==> src/rtl/cpx_pkg.sv <==
package cpx_pkg;

   // input item codes
   typedef logic [1:0] opcode_type;
   localparam opcode_type OP_PIXEL = 2'd0;
   localparam opcode_type OP_RGB   = 2'd1;
   localparam opcode_type OP_TICK  = 2'd2;
   localparam opcode_type OP_NOP   = 2'd3;

   // register indexes of the csr port
   localparam int CSR_IDX_W = 2;
   typedef logic [CSR_IDX_W-1:0] csr_idx_type;
   localparam csr_idx_type REG_MAX_BRIGHTNESS  = 2'd0;
   localparam csr_idx_type REG_COLUMN_IS_ANODE = 2'd1;
   localparam int CSR_DATA_W = 8;

   // payload widths
   localparam int COORD_W = 4;
   localparam int LEVEL_W = 8;
   localparam int RGB_W   = 24;
   localparam int PIN_OUT_W = 4;

   typedef struct packed {
      logic [PIN_OUT_W-1:0] anode_pin;
      logic [PIN_OUT_W-1:0] cathode_pin;
      logic                 drive_on;
      logic                 pair_done;
   } rsp_type;

endpackage

==> src/rtl/cpx_req_if.sv <==
interface cpx_req_if;
   logic                               valid;
   logic                               ready;
   cpx_pkg::opcode_type                opcode;
   logic [cpx_pkg::COORD_W-1:0]        pos_x;
   logic [cpx_pkg::COORD_W-1:0]        pos_y;
   logic [cpx_pkg::LEVEL_W-1:0]        level;
   logic [cpx_pkg::RGB_W-1:0]          rgb_color;

   modport source (output valid, opcode, pos_x, pos_y, level, rgb_color, input ready);
   modport sink (input valid, opcode, pos_x, pos_y, level, rgb_color, output ready);
endinterface

==> src/rtl/cpx_rsp_if.sv <==
interface cpx_rsp_if;
   logic                              valid;
   logic                              ready;
   logic [cpx_pkg::PIN_OUT_W-1:0]     anode_pin;
   logic [cpx_pkg::PIN_OUT_W-1:0]     cathode_pin;
   logic                              drive_on;
   logic                              pair_done;

   modport source (output valid, anode_pin, cathode_pin, drive_on, pair_done, input ready);
   modport sink (input valid, anode_pin, cathode_pin, drive_on, pair_done, output ready);
endinterface

==> src/rtl/cpx_csr_if.sv <==
interface cpx_csr_if;
   logic                               valid;
   logic                               ready;
   cpx_pkg::csr_idx_type               index;
   logic [cpx_pkg::CSR_DATA_W-1:0]     data;

   modport source (output valid, index, data, input ready);
   modport sink (input valid, index, data, output ready);
endinterface

==> src/rtl/cpx_ram.sv <==
module cpx_ram #(
   parameter int WIDTH = 8,
   parameter int DEPTH = 256
) (
   input  logic                     clock,
   input  logic                     wr_en,
   input  logic [$clog2(DEPTH)-1:0] wr_addr,
   input  logic [WIDTH-1:0]         wr_data,
   input  logic                     rd_en,
   input  logic [$clog2(DEPTH)-1:0] rd_addr,
   output logic [WIDTH-1:0]         rd_data
);

   logic [WIDTH-1:0] mem_ff [DEPTH];
   logic [WIDTH-1:0] rd_data_ff;

   always_ff @(posedge clock) begin
      if (wr_en) begin
         mem_ff[wr_addr] <= wr_data;
      end
      if (rd_en) begin
         rd_data_ff <= mem_ff[rd_addr];
      end
   end

   assign rd_data = rd_data_ff;

endmodule

==> src/rtl/charlieplex_pwm_led_scanner.sv <==
// a tick's result goes from the work stage through the store read into the output queue
// throughput: one pixel write per cycle while req ready is high; a tick
//    only issues while the read stage and the output queue together hold fewer than two
// a mapped rgb write is made of three byte writes through the single store write port
// reset: synchronous; after reset all PIN_COUNT*PIN_COUNT entries of the pixel store (256 at
//    16 pins) are zeroed one entry a cycle, with req ready low; csr writes are taken
module charlieplex_pwm_led_scanner #(
   parameter int PIN_COUNT = 16
) (
   input  logic            clock,
   input  logic            reset,
   cpx_req_if.sink         req_ch,
   cpx_rsp_if.source       rsp_ch,
   cpx_csr_if.sink         csr_ch
);

   localparam int DEPTH  = PIN_COUNT * PIN_COUNT;
   localparam int ADDR_W = $clog2(DEPTH);
   localparam int PIN_W  = $clog2(PIN_COUNT);
   localparam int PINX_W = PIN_W + 1;
   localparam int PX_W   = cpx_pkg::COORD_W + 1;

   // configuration registers
   logic [cpx_pkg::LEVEL_W-1:0] max_bright_ff;
   logic                        col_anode_ff;

   // clearing pass over the pixel store
   logic              clearing_ff;
   logic [ADDR_W-1:0] clr_addr_ff;

   // work stage: the accepted item
   logic                          a_valid_ff;
   cpx_pkg::opcode_type           a_op_ff;
   logic [cpx_pkg::COORD_W-1:0]   a_x_ff;
   logic [cpx_pkg::COORD_W-1:0]   a_y_ff;
   logic [cpx_pkg::LEVEL_W-1:0]   a_level_ff;
   logic [cpx_pkg::RGB_W-1:0]     a_rgb_ff;
   logic [1:0]                    a_sub_ff;

   // scan and pwm state
   logic [PIN_W-1:0]            scan_row_ff, scan_row_in;
   logic [PIN_W-1:0]            scan_col_ff, scan_col_in;
   logic [cpx_pkg::LEVEL_W-1:0] pwm_ff;

   // read stage: tick waiting for store data
   logic                          b_valid_ff;
   logic [cpx_pkg::PIN_OUT_W-1:0] b_anode_ff;
   logic [cpx_pkg::PIN_OUT_W-1:0] b_cathode_ff;
   logic [cpx_pkg::LEVEL_W-1:0]   b_pwm_ff;
   logic                          b_done_ff;

   // two-entry output queue
   logic             q0_valid_ff, q1_valid_ff;
   cpx_pkg::rsp_type q0_ff, q1_ff;

   // store ports
   logic                        ram_we;
   logic [ADDR_W-1:0]           ram_waddr;
   logic [cpx_pkg::LEVEL_W-1:0] ram_wdata;
   logic                        ram_re;
   logic [ADDR_W-1:0]           ram_raddr;
   logic [cpx_pkg::LEVEL_W-1:0] ram_rdata;

   logic a_done;
   logic tick_issue;
   logic pop;
   logic [1:0] occupancy;
   cpx_pkg::rsp_type push_rsp;

   // ---------------------------------------------------------------
   // configuration: always ready, unknown indexes are dropped
   // ---------------------------------------------------------------
   assign csr_ch.ready = 1'b1;

   always_ff @(posedge clock) begin
      if (reset) begin
         max_bright_ff <= '1;
         col_anode_ff  <= 1'b0;
      end else if (csr_ch.valid) begin
         unique case (csr_ch.index)
            cpx_pkg::REG_MAX_BRIGHTNESS:  max_bright_ff <= csr_ch.data;
            cpx_pkg::REG_COLUMN_IS_ANODE: col_anode_ff  <= csr_ch.data[0];
            default: ;
         endcase
      end
   end

   // ---------------------------------------------------------------
   // write path shared by pixel writes and the three rgb bytes
   // ---------------------------------------------------------------
   logic                        rgb_skip;
   logic [1:0]                  rgb_col;
   logic [cpx_pkg::COORD_W-1:0] rgb_row;
   logic [PX_W-1:0]             px_x;
   logic [cpx_pkg::COORD_W-1:0] px_y;
   logic [PX_W-1:0]             px_c;
   logic [cpx_pkg::LEVEL_W-1:0] px_val;
   logic                        px_ok;

   always_comb begin
      // corners of the 8x8 grid and anything past 7 are dropped
      rgb_skip = ((a_x_ff == 4'd0 || a_x_ff == 4'd7) && (a_y_ff == 4'd0 || a_y_ff == 4'd7))
                 || a_x_ff[3] || a_y_ff[3];
      // grid columns 4..7 fold onto columns 0..3 of rows y+8
      rgb_col = a_x_ff[1:0];
      rgb_row = {a_x_ff[2], a_y_ff[2:0]};

      if (a_op_ff == cpx_pkg::OP_RGB) begin
         px_x = PX_W'({3'b000, rgb_col} * 5'd3) + PX_W'(a_sub_ff);
         px_y = rgb_row;
         unique case (a_sub_ff)
            2'd0:    px_val = a_rgb_ff[23:16];
            2'd1:    px_val = a_rgb_ff[15:8];
            default: px_val = a_rgb_ff[7:0];
         endcase
      end else begin
         px_x   = {1'b0, a_x_ff};
         px_y   = a_y_ff;
         px_val = a_level_ff;
      end

      // skip the diagonal: columns at or past the row move up by one
      px_c  = (px_x >= {1'b0, px_y}) ? px_x + PX_W'(1) : px_x;
      px_ok = (int'(px_y) < PIN_COUNT) && (int'(px_c) < PIN_COUNT);
   end

   // ---------------------------------------------------------------
   // work stage control
   // ---------------------------------------------------------------
   assign occupancy  = 2'(q0_valid_ff) + 2'(q1_valid_ff) + 2'(b_valid_ff);
   assign tick_issue = a_valid_ff && (a_op_ff == cpx_pkg::OP_TICK) && (occupancy < 2'd2);

   always_comb begin
      unique case (a_op_ff)
         cpx_pkg::OP_RGB:  a_done = (a_sub_ff == 2'd2);
         cpx_pkg::OP_TICK: a_done = tick_issue;
         default:          a_done = 1'b1;
      endcase
   end

   assign req_ch.ready = !clearing_ff && (!a_valid_ff || a_done);

   always_ff @(posedge clock) begin
      if (reset) begin
         a_valid_ff <= 1'b0;
         a_sub_ff   <= 2'd0;
      end else if (req_ch.valid && req_ch.ready) begin
         a_valid_ff <= 1'b1;
         a_sub_ff   <= 2'd0;
      end else if (a_valid_ff && a_done) begin
         a_valid_ff <= 1'b0;
         a_sub_ff   <= 2'd0;
      end else if (a_valid_ff && a_op_ff == cpx_pkg::OP_RGB) begin
         a_sub_ff <= a_sub_ff + 2'd1;
      end
   end

   always_ff @(posedge clock) begin
      if (req_ch.valid && req_ch.ready) begin
         a_op_ff    <= req_ch.opcode;
         a_x_ff     <= req_ch.pos_x;
         a_y_ff     <= req_ch.pos_y;
         a_level_ff <= req_ch.level;
         a_rgb_ff   <= req_ch.rgb_color;
      end
   end

   // ---------------------------------------------------------------
   // clearing pass after reset
   // ---------------------------------------------------------------
   always_ff @(posedge clock) begin
      if (reset) begin
         clearing_ff <= 1'b1;
         clr_addr_ff <= '0;
      end else if (clearing_ff) begin
         clr_addr_ff <= clr_addr_ff + ADDR_W'(1);
         if (int'(clr_addr_ff) == DEPTH - 1) begin
            clearing_ff <= 1'b0;
         end
      end
   end

   // store write port: clearing pass or the work stage
   always_comb begin
      if (clearing_ff) begin
         ram_we    = 1'b1;
         ram_waddr = clr_addr_ff;
         ram_wdata = '0;
      end else begin
         ram_we    = a_valid_ff && px_ok &&
                     ((a_op_ff == cpx_pkg::OP_PIXEL) || (a_op_ff == cpx_pkg::OP_RGB && !rgb_skip));
         ram_waddr = ADDR_W'(int'(px_y) * PIN_COUNT + int'(px_c));
         ram_wdata = px_val;
      end
   end

   // reads and writes leave the same stage in order, so a tick always sees earlier writes
   assign ram_re    = tick_issue;
   assign ram_raddr = ADDR_W'(int'(scan_row_ff) * PIN_COUNT + int'(scan_col_ff));

   cpx_ram #(
      .WIDTH (cpx_pkg::LEVEL_W),
      .DEPTH (DEPTH)
   ) u_store (
      .clock   (clock),
      .wr_en   (ram_we),
      .wr_addr (ram_waddr),
      .wr_data (ram_wdata),
      .rd_en   (ram_re),
      .rd_addr (ram_raddr),
      .rd_data (ram_rdata)
   );

   // ---------------------------------------------------------------
   // scan advance, never landing on row == column
   // ---------------------------------------------------------------
   logic [PINX_W-1:0] col_step;
   logic [PINX_W-1:0] row_step;
   logic              col_wrap;
   logic              pwm_last;
   logic [PIN_W+cpx_pkg::PIN_OUT_W-1:0] row_ext;
   logic [PIN_W+cpx_pkg::PIN_OUT_W-1:0] col_ext;

   always_comb begin
      col_step = {1'b0, scan_col_ff} + PINX_W'(1);
      if (col_step == {1'b0, scan_row_ff}) begin
         col_step = col_step + PINX_W'(1);
      end
      col_wrap = int'(col_step) >= PIN_COUNT;
      row_step = {1'b0, scan_row_ff} + PINX_W'(1);
      if (int'(row_step) >= PIN_COUNT) begin
         row_step = '0;
      end
      if (col_wrap) begin
         scan_row_in = row_step[PIN_W-1:0];
         scan_col_in = (row_step == '0) ? PIN_W'(1) : '0;
      end else begin
         scan_row_in = scan_row_ff;
         scan_col_in = col_step[PIN_W-1:0];
      end
   end

   // max lowered below the counter mid pair still ends the pair
   assign pwm_last = pwm_ff >= max_bright_ff;

   // pins are reported in their low bits
   assign row_ext = {{cpx_pkg::PIN_OUT_W{1'b0}}, scan_row_ff};
   assign col_ext = {{cpx_pkg::PIN_OUT_W{1'b0}}, scan_col_ff};

   always_ff @(posedge clock) begin
      if (reset) begin
         scan_row_ff <= '0;
         scan_col_ff <= PIN_W'(1);
         pwm_ff      <= '0;
      end else if (tick_issue) begin
         if (pwm_last) begin
            pwm_ff      <= '0;
            scan_row_ff <= scan_row_in;
            scan_col_ff <= scan_col_in;
         end else begin
            pwm_ff <= pwm_ff + cpx_pkg::LEVEL_W'(1);
         end
      end
   end

   // read stage
   always_ff @(posedge clock) begin
      if (reset) begin
         b_valid_ff <= 1'b0;
      end else begin
         b_valid_ff <= tick_issue;
      end
   end

   always_ff @(posedge clock) begin
      if (tick_issue) begin
         b_anode_ff   <= col_anode_ff ? col_ext[cpx_pkg::PIN_OUT_W-1:0]
                                      : row_ext[cpx_pkg::PIN_OUT_W-1:0];
         b_cathode_ff <= col_anode_ff ? row_ext[cpx_pkg::PIN_OUT_W-1:0]
                                      : col_ext[cpx_pkg::PIN_OUT_W-1:0];
         b_pwm_ff     <= pwm_ff;
         b_done_ff    <= pwm_last;
      end
   end

   // ---------------------------------------------------------------
   // output queue: a tick is only issued when a slot is sure to be free
   // ---------------------------------------------------------------
   always_comb begin
      push_rsp.anode_pin   = b_anode_ff;
      push_rsp.cathode_pin = b_cathode_ff;
      push_rsp.drive_on    = b_pwm_ff < ram_rdata;
      push_rsp.pair_done   = b_done_ff;
   end

   assign pop = q0_valid_ff && rsp_ch.ready;

   always_ff @(posedge clock) begin
      if (reset) begin
         q0_valid_ff <= 1'b0;
         q1_valid_ff <= 1'b0;
      end else if (pop) begin
         q0_valid_ff <= q1_valid_ff || b_valid_ff;
         q1_valid_ff <= q1_valid_ff && b_valid_ff;
      end else if (b_valid_ff) begin
         q0_valid_ff <= 1'b1;
         q1_valid_ff <= q0_valid_ff;
      end
   end

   always_ff @(posedge clock) begin
      if (pop) begin
         q0_ff <= q1_valid_ff ? q1_ff : push_rsp;
         if (q1_valid_ff && b_valid_ff) begin
            q1_ff <= push_rsp;
         end
      end else if (b_valid_ff) begin
         if (q0_valid_ff) begin
            q1_ff <= push_rsp;
         end else begin
            q0_ff <= push_rsp;
         end
      end
   end

   assign rsp_ch.valid       = q0_valid_ff;
   assign rsp_ch.anode_pin   = q0_ff.anode_pin;
   assign rsp_ch.cathode_pin = q0_ff.cathode_pin;
   assign rsp_ch.drive_on    = q0_ff.drive_on;
   assign rsp_ch.pair_done   = q0_ff.pair_done;

endmodule

==> src/flat_wrapper.sv <==
// flat-port wrapper written by rule: the top's interface ports become plain ports
module charlieplex_pwm_led_scanner_flat 
#(
   parameter int PIN_COUNT = 16
)
  (clock, reset, req_ch_valid, req_ch_opcode, req_ch_pos_x, req_ch_pos_y, req_ch_level, req_ch_rgb_color, req_ch_ready, rsp_ch_valid, rsp_ch_anode_pin, rsp_ch_cathode_pin, rsp_ch_drive_on, rsp_ch_pair_done, rsp_ch_ready, csr_ch_valid, csr_ch_index, csr_ch_data, csr_ch_ready);
  cpx_req_if req_ch_i ();
  cpx_rsp_if rsp_ch_i ();
  cpx_csr_if csr_ch_i ();
  input  logic clock;
  input  logic reset;
  input wire logic [$bits(req_ch_i.valid)-1:0] req_ch_valid;
  input wire logic [$bits(req_ch_i.opcode)-1:0] req_ch_opcode;
  input wire logic [$bits(req_ch_i.pos_x)-1:0] req_ch_pos_x;
  input wire logic [$bits(req_ch_i.pos_y)-1:0] req_ch_pos_y;
  input wire logic [$bits(req_ch_i.level)-1:0] req_ch_level;
  input wire logic [$bits(req_ch_i.rgb_color)-1:0] req_ch_rgb_color;
  output wire logic [$bits(req_ch_i.ready)-1:0] req_ch_ready;
  output wire logic [$bits(rsp_ch_i.valid)-1:0] rsp_ch_valid;
  output wire logic [$bits(rsp_ch_i.anode_pin)-1:0] rsp_ch_anode_pin;
  output wire logic [$bits(rsp_ch_i.cathode_pin)-1:0] rsp_ch_cathode_pin;
  output wire logic [$bits(rsp_ch_i.drive_on)-1:0] rsp_ch_drive_on;
  output wire logic [$bits(rsp_ch_i.pair_done)-1:0] rsp_ch_pair_done;
  input wire logic [$bits(rsp_ch_i.ready)-1:0] rsp_ch_ready;
  input wire logic [$bits(csr_ch_i.valid)-1:0] csr_ch_valid;
  input wire logic [$bits(csr_ch_i.index)-1:0] csr_ch_index;
  input wire logic [$bits(csr_ch_i.data)-1:0] csr_ch_data;
  output wire logic [$bits(csr_ch_i.ready)-1:0] csr_ch_ready;
  assign req_ch_i.valid = req_ch_valid;
  assign req_ch_i.opcode = req_ch_opcode;
  assign req_ch_i.pos_x = req_ch_pos_x;
  assign req_ch_i.pos_y = req_ch_pos_y;
  assign req_ch_i.level = req_ch_level;
  assign req_ch_i.rgb_color = req_ch_rgb_color;
  assign req_ch_ready = req_ch_i.ready;
  assign rsp_ch_valid = rsp_ch_i.valid;
  assign rsp_ch_anode_pin = rsp_ch_i.anode_pin;
  assign rsp_ch_cathode_pin = rsp_ch_i.cathode_pin;
  assign rsp_ch_drive_on = rsp_ch_i.drive_on;
  assign rsp_ch_pair_done = rsp_ch_i.pair_done;
  assign rsp_ch_i.ready = rsp_ch_ready;
  assign csr_ch_i.valid = csr_ch_valid;
  assign csr_ch_i.index = csr_ch_index;
  assign csr_ch_i.data = csr_ch_data;
  assign csr_ch_ready = csr_ch_i.ready;
  charlieplex_pwm_led_scanner #(.PIN_COUNT(PIN_COUNT)) u_core (.clock(clock), .reset(reset), .req_ch(req_ch_i), .rsp_ch(rsp_ch_i), .csr_ch(csr_ch_i));
endmodule
==> config.mk <==
export PLATFORM = sky130hd
export DESIGN_NAME = charlieplex_pwm_led_scanner_flat
export DESIGN_NICKNAME = d
export VERILOG_FILES = /design/src/rtl/cpx_pkg.sv /design/src/rtl/cpx_req_if.sv /design/src/rtl/cpx_rsp_if.sv /design/src/rtl/cpx_csr_if.sv /design/src/rtl/cpx_ram.sv /design/src/rtl/charlieplex_pwm_led_scanner.sv /design/src/flat_wrapper.sv
export SDC_FILE = /design/constraint.sdc
export NUM_CORES = 2
export LEC_CHECK = 0
export BUFFER_PORTS_ARGS = -buffer_cell sky130_fd_sc_hd__buf_4
export CORE_MARGIN = 5
export CORE_UTILIZATION = 68
export DETAILED_ROUTE_END_ITERATION = 6
export HOLD_SLACK_MARGIN = 0.06
export PLACE_DENSITY_LB_ADDON = 0.15
export RECOVER_POWER = 100
export SLEW_MARGIN = 20
export SYNTH_ARGS = -nofsm -noshare
export SYNTH_HDL_FRONTEND = slang
export SYNTH_HIERARCHICAL = 1
export SYNTH_SLANG_ARGS = --single-unit
==> constraint.sdc <==
create_clock -name clock -period 41.4 [get_ports clock]
set_input_delay 8.28 -clock clock [delete_from_list [all_inputs] [get_ports clock]]
set_output_delay 8.28 -clock clock [all_outputs]
set_load 0.05 [all_outputs]
* Yosys cells after proc, flatten, opt, wreduce, memory -nomap -nowiden
Memories as Yosys holds them, arrays and structs flattened. A register that Yosys moved wholly into a read port is not among the register bits.
Index checks and enable logic that the tools add are counted.
** Cells by class
- Order comparisons :: 7
- Multiplexer cells :: 34
- Add/subtract/negate cells :: 12
- Reductions and logical operators :: 38
- Equal/unequal tests :: 11
- Multipliers :: 1
** Operator list (count)
- 2-to-1 mux 10 bit :: 8
- 2-to-1 mux 8 bit :: 4
- 2-to-1 mux 5 bit :: 4
- adder 8 x 1 -> 8 bit, second input constant :: 2
- 2-to-1 mux 4 bit :: 4
- case mux 8 bit (2 select lines) :: 1
- logical AND 1 bit :: 12
- 2-to-1 mux 1 bit :: 12
- adder 4 x 1 -> 5 bit, second input constant :: 2
- adder 5 x 1 -> 5 bit, second input constant :: 2
- greater-or-equal comparator 5 bit, second input constant :: 2
- adder 8 x 4 -> 8 bit :: 1
- adder 8 x 5 -> 8 bit :: 1
- == test 4 x 3 -> 1 bit, second input constant :: 2
- == test 8 x 1 -> 1 bit, second input constant :: 1
- greater-or-equal comparator 8 bit :: 1
- logical NOT 4 bit :: 2
- < comparator 8 bit :: 1
- AND reduction 2 bit :: 4
- logical OR 1 bit :: 7
- == test 2 x 1 -> 1 bit, second input constant :: 3
- logical NOT 2 bit :: 3
- AND reduction 3 bit :: 2
- nonzero test 2 bit :: 3
- other kinds (15) :: 19
** Word-level totals
- RAM bits :: 2048
- Memories :: 1
- Word-level logic and storage cells :: 133
- Output and inout port bits :: 13
- Register bits :: 119
** Memory list
- u_core.u_store.mem_ff :: words 256, bits a word 8, read ports 1, clocked after Yosys merged registers in 1, wr ports 1, RTL line cpx_ram.sv:14 : logic [WIDTH-1:0] mem_ff [DEPTH];

* Logic depth before layout (Yosys ltp)
- Word-level depth :: 12
- Gate-level depth with buffers :: 19

* Modules after synthesis
The synthesis kept the hierarchy.
** Modules (own cells, without submodules)
- cpx_ram :: sequential area each 61739.2 µm², instances 1, cells each 3733, area each 79636.4 µm²
- charlieplex_pwm_led_scanner :: sequential area each 3173.0 µm², instances 1, cells each 516, area each 5793.1 µm²

* Least setup slack after synthesis
No wires, ideal clock.
- Path type :: register -> register
- From :: reg u_core.a_sub_ff[1]
- To :: mem u_core.u_store.mem_ff[0][0] (data pin)
- Slack :: 26.703 ns
- Required time :: 38.972 ns
- Cell stages (with the launch flop) :: 6
- Clock period less this slack :: 14.697 ns
- Arrival :: 12.269 ns
- Path through :: dfxtp_1 inv_1 ha_1 clkbuf_1 a22oi_1 a311oi_1
** Between the ends
- Cells in the longest elaborated chain, start to end :: 4
- Elaborated cells on any way between the ends :: 5
- Classes of those cells :: 1 x eq/ne; 3 x mux; 1 x reduce/logical
** Ends and longest elaborated chain
- from (decl) :: RTL line charlieplex_pwm_led_scanner.sv:38 : logic [1:0] a_sub_ff;
- from (signal assigned) :: RTL line charlieplex_pwm_led_scanner.sv:154 : a_sub_ff <= a_sub_ff + 2'd1;
- == test 2 x 1 -> 1 bit / logical NOT 2 bit (equally long branches) :: RTL line charlieplex_pwm_led_scanner.sv:111 : unique case (a_sub_ff)
- case mux 8 bit (2 select lines) * :: RTL line charlieplex_pwm_led_scanner.sv:111
- 2-to-1 mux 8 bit * :: RTL line charlieplex_pwm_led_scanner.sv:108 : if (a_op_ff == cpx_pkg::OP_RGB) begin
- 2-to-1 mux 8 bit * :: RTL line charlieplex_pwm_led_scanner.sv:185 : if (clearing_ff) begin
- via u_core.ram_wdata, one bit :: RTL line charlieplex_pwm_led_scanner.sv:59 : logic [cpx_pkg::LEVEL_W-1:0] ram_wdata;
- to (decl) :: RTL line cpx_ram.sv:14
The timed path passes the listed nets; every way through them passes the cells marked *.

* Final worst setup path
- From :: reg u_core.scan_col_ff[0]
- To :: reg u_core.u_store.rd_data_ff[3], in the netlist u_core/u_store/rd_data[3], read port of u_core.u_store.mem_ff (data pin)
** Between the ends
- Cells in the longest elaborated chain, start to end :: 1
** Ends and longest elaborated chain
- from (decl) :: RTL line charlieplex_pwm_led_scanner.sv:42 : logic [PIN_W-1:0] scan_col_ff, scan_col_in;
- from (signal assigned) :: RTL line charlieplex_pwm_led_scanner.sv:259 : scan_col_ff <= scan_col_in;
- adder 8 x 4 -> 8 bit :: RTL line charlieplex_pwm_led_scanner.sv:199 : assign ram_raddr = ADDR_W'(int'(scan_row_ff) * PIN_COUNT + int'(scan_col_ff));
- to (decl) :: RTL line cpx_ram.sv:15 : logic [WIDTH-1:0] rd_data_ff;
No other way between the ends.
A chain may end at the register's enable or synchronous reset.

==> results.md <==
- GRT Resource Usage Total: 0.3130
- CP arrival: about 20000 ps
- Final Setup Violations: 0
- Share of cells above drive strength 1: 0.1910
- RSZ-0062 raised after global routing: no
- Final #Nets: 4449
- Detailed Place HPWL: 118.2 mm
- Die area: roughly 130000 um^2
- Multi-input logic area: ~19000 um^2
- WHS Path Cells: 0
- Area leader, netlist: edfxtp_1
- CTS tree: done
- Share of the synthesized area in the top cell type: 0.7505
- Fin Setup TNS: 0 ps
- Synth Register Bits: 2175
- Initial drt markers: 6231
- Clock share of power: 0.418
- Final Util: 0.7440
- Power per cell area: 44.46 nW/um^2
- Final min period: 19820 ps
- Status: finished with violations
- Crit Path Max Fanout: ~110
- Clk Latency, worst-skew pair: 830 ps
- CP Launch Point: u_core/scan_col_ff[0]
- Area Growth Syn to Fin: 9.073%
- Sw Ratio: 0.1928
- Avg Cell Area, Syn: a little over 20 um^2
- CP Buf/Inv Count: 3
- Core area: 125200 um^2
- DP Worst Slack: ~31000 ps
- Part of the power in registers: 0.576
- Reg area: around 65000 um^2
- # Post-CTS Setup Buffers: 0
- VDD IR-drop max: roughly 0.048 mV
- Worst-path clk slew: roughly 60 ps
- Top delay family on crit path: buffers and inverters
- Commonest cells after routing, fill and taps aside: edfxtp_1, mux4_2, nor2_1
- Hold Buf Count CTS: 0
- Ports: 70
- R2R cell count: 9
- Hold path endpoint: u_core/q1_ff[8]
- Area post-placement: 87440 um^2
- Routed Antenna Nets: 0
- Most Frequent Cell on Critical Path: clkbuf_1
- Most common cell after layout, fill and taps aside: edfxtp_1
- Power share of the combinational group: 0.007
- Post-synth EDFFs: 2135
- H-tree depth: 4
- Clock sink count: between 2k and 2.5k
- Clk buf depth: 3
- Endpoint type of the worst setup path: register
- Critical-path top delay cell: clkbuf_1
- Placed Cells: between 5k and 6k
- Vias in the first global route: roughly 44k
- Initial antenna violation count: 8
- Post-DR vias/cell: 7.087
- Post-Layout Cell Count: just over 6k
- Largest net degree at the start of global routing: 196
- Register-to-register setup slack: between 20000 and 25000 ps
- Post-synthesis sequential area ratio: 0.7598
- TritonCTS Buffers: 201
- Overflow after GRT: 0
- Main area contributors after synthesis: edfxtp_1, mux4_2, mux2i_1
- Vias: approximately 44k
- Hold Path Class: register to register
- HP Start: u_core/b_anode_ff[2]
- Gates resized, CTS repair: 0
- CP Class: register to register
- Final WS setup: between 20000 and 25000 ps
- CP startpoint kind: register
- First-pass DRT Iterations: 7
- Cell Area, Synth: about 85000 um^2
- Worst r2r src: u_core/scan_col_ff[0]
- Relative slew slack: -5.207
- Data required, critical path: around 42000 ps
- Synth Flop Type: edfxtp_1
- Total power draw: roughly 4.1 mW
- RR Endpoint: u_core/u_store/rd_data[3]
- Die width: 364.4 um
- Syn_nets: about 4.3k
- CTS Root Cell: clkbuf_16
- Tcrit/Tclk final: 0.4787
- Drc violations: 22
- Wire length per cell: 33.04 um
- Hold Slack: ~450 ps
- Global-route wire length before repair: between 200 and 300 mm
- Max-Cap Viols: between 40 and 50
- Initial Utilization: 0.6821
- Final wirelength: roughly 200 mm
- Asr flop ratio synth: 0
- Psw: 0.7989 mW
- Leak: between 20 and 30 nW
- Die Ht: 364.4 um
- Filler Cell Count: between 6k and 7k
- Slowest stage delay, CP: 5870 ps
- Yosys Warn Count: 6
- Internal power: roughly 3.3 mW
- Worst Tran Pin Value: a little over 9000 ps
- Mapped Cells: between 4k and 5k
- Failing checks: design-rule violations, max-capacitance violations, max-slew violations
- Number of core rows: 130
- Fin. Hold Viols: 0
- Port Buffer Count: between 60 and 70
- FMAX: 50.46 MHz
- Worst path cell trace: clkbuf_1, clkbuf_1, clkbuf_1, mux2i_1, o221ai_1, o22ai_1, o32ai_1, nor3_1, nor4_1
- Final Wtd Congestion: between 0.8 and 0.9
- Cell variety after synth: 80
- Slew Limit Fails: between 2k and 3k
- Setup Skew: about 25 ps
- Final instance area: about 93000 um^2
==> how the worst max path moves through the flow <==
stage / end / slack (ps) / cells past startpoint
2_1_floorplan: u_core/u_store/mem_ff[0][0] / 26700 / 5
3_3_place_gp: req_ch_ready / 30920 / 7
3_5_place_dp: req_ch_ready / 30840 / 7
4_1_cts: req_ch_ready / 29920 / 7
5_1_grt: u_core/u_store/rd_data[7] / 19110 / 9
6_report: u_core/u_store/rd_data[3] / 21580 / 9
==> worst register-to-register path, cell delays in order (launching register included) <==
cell and delay (ps):
dfxtp_1 2200, clkbuf_1 5740, clkbuf_1 5990, clkbuf_1 2490
mux2i_1 390, o221ai_1 480, o22ai_1 170, o32ai_1 710
nor3_1 310, nor4_1 990
==> registers in the layout, indices dropped and copies added (netlist names), 8 cells and up <==
signal / flops
u_core/max_bright_ff: 8
u_core/u_store/rd_data: 8
u_core/pwm_ff: 8
u_core/clr_addr_ff: 8
u_core/a_rgb_ff: 24
u_core/u_store/mem_ff: 2048
u_core/a_level_ff: 8
u_core/q1_ff: 10
u_core/b_pwm_ff: 8
==> final cells by class <==
type	count	share of cell area
Clock buffer	260	0.05691
Tap cell	1650	0.02216
Antenna cell	3	0.00008057
Clock inverter	100	0.008298
Multi-Input combinational cell	1782	0.2039
Sequential cell	2175	0.6967
Inverter	37	0.001490
Timing Repair Buffer	155	0.01043
==> cells by family (layout without fill, tap and decap cells) <==
group / Yosys count / in the layout / share of synthesized area
multiplexers: 615 / 615 / 0.1392
AO/OA/AOI/OAI: 493 / 493 / 0.04025
AND/OR/NAND/NOR: 610 / 610 / 0.03249
XOR/XNOR: 23 / 23 / 0.002446
flip-flops: 2175 / 2175 / 0.7598
adder cells (fa/ha/maj): 40 / 40 / 0.006034
buffers and inverters: 292 / 552 / 0.01970
other: 1 / 4 / 0.00004390
==> layer usage <==
layer / wire length [um] / up-vias / track usage
met4: 7090 / 4 / 0.09505
met2: 97290 / 2973 / 0.4868
met5: 30 / - / 0
met3: 26440 / 431 / 0.09721
met1: 72750 / 22490 / 0.4397
li1: - / 17780 / -
==> cells in the mapped netlist (5+ instances only) <==
library cell  instances
nor2_1              327
ha_1                 38
a21o_1                5
a211o_1               9
dfxtp_1              40
nor4_1               26
buf_12                8
buf_8                13
nand3_1              52
mux4_2              454
mux2_2               19
o211ai_1             13
a22o_1                8
o221ai_1             46
xnor2_1              11
o21ai_0              34
nand3b_1              5
a221oi_1             13
a22oi_1             141
nand4_1              15
nor3_1               29
a311oi_1             10
a21oi_1             121
buf_1                26
a211oi_1             18
nand2b_1             14
and2_1                7
mux2i_1             140
buf_4                29
nand2_1              72
inv_1                35
clkbuf_1            123
edfxtp_1           2135
a31oi_1               6
o22ai_1              29
o22a_1                5
xor2_1               11
buf_2                35
buf_6                21
nor2b_1              35
==> power by group through the flow <==
stage	clock (mW)	combinational, mW	sequential [mW]
floorplan	0	0.0103	2.43
global placement	0	0.0264	2.43
detailed placement	0	0.0268	2.43
CTS	1.75	0.0270	2.39
global route	1.85	0.0277	2.38
finish	1.73	0.0272	2.39
No activity file was read; power rests on OpenSTA's default activity.
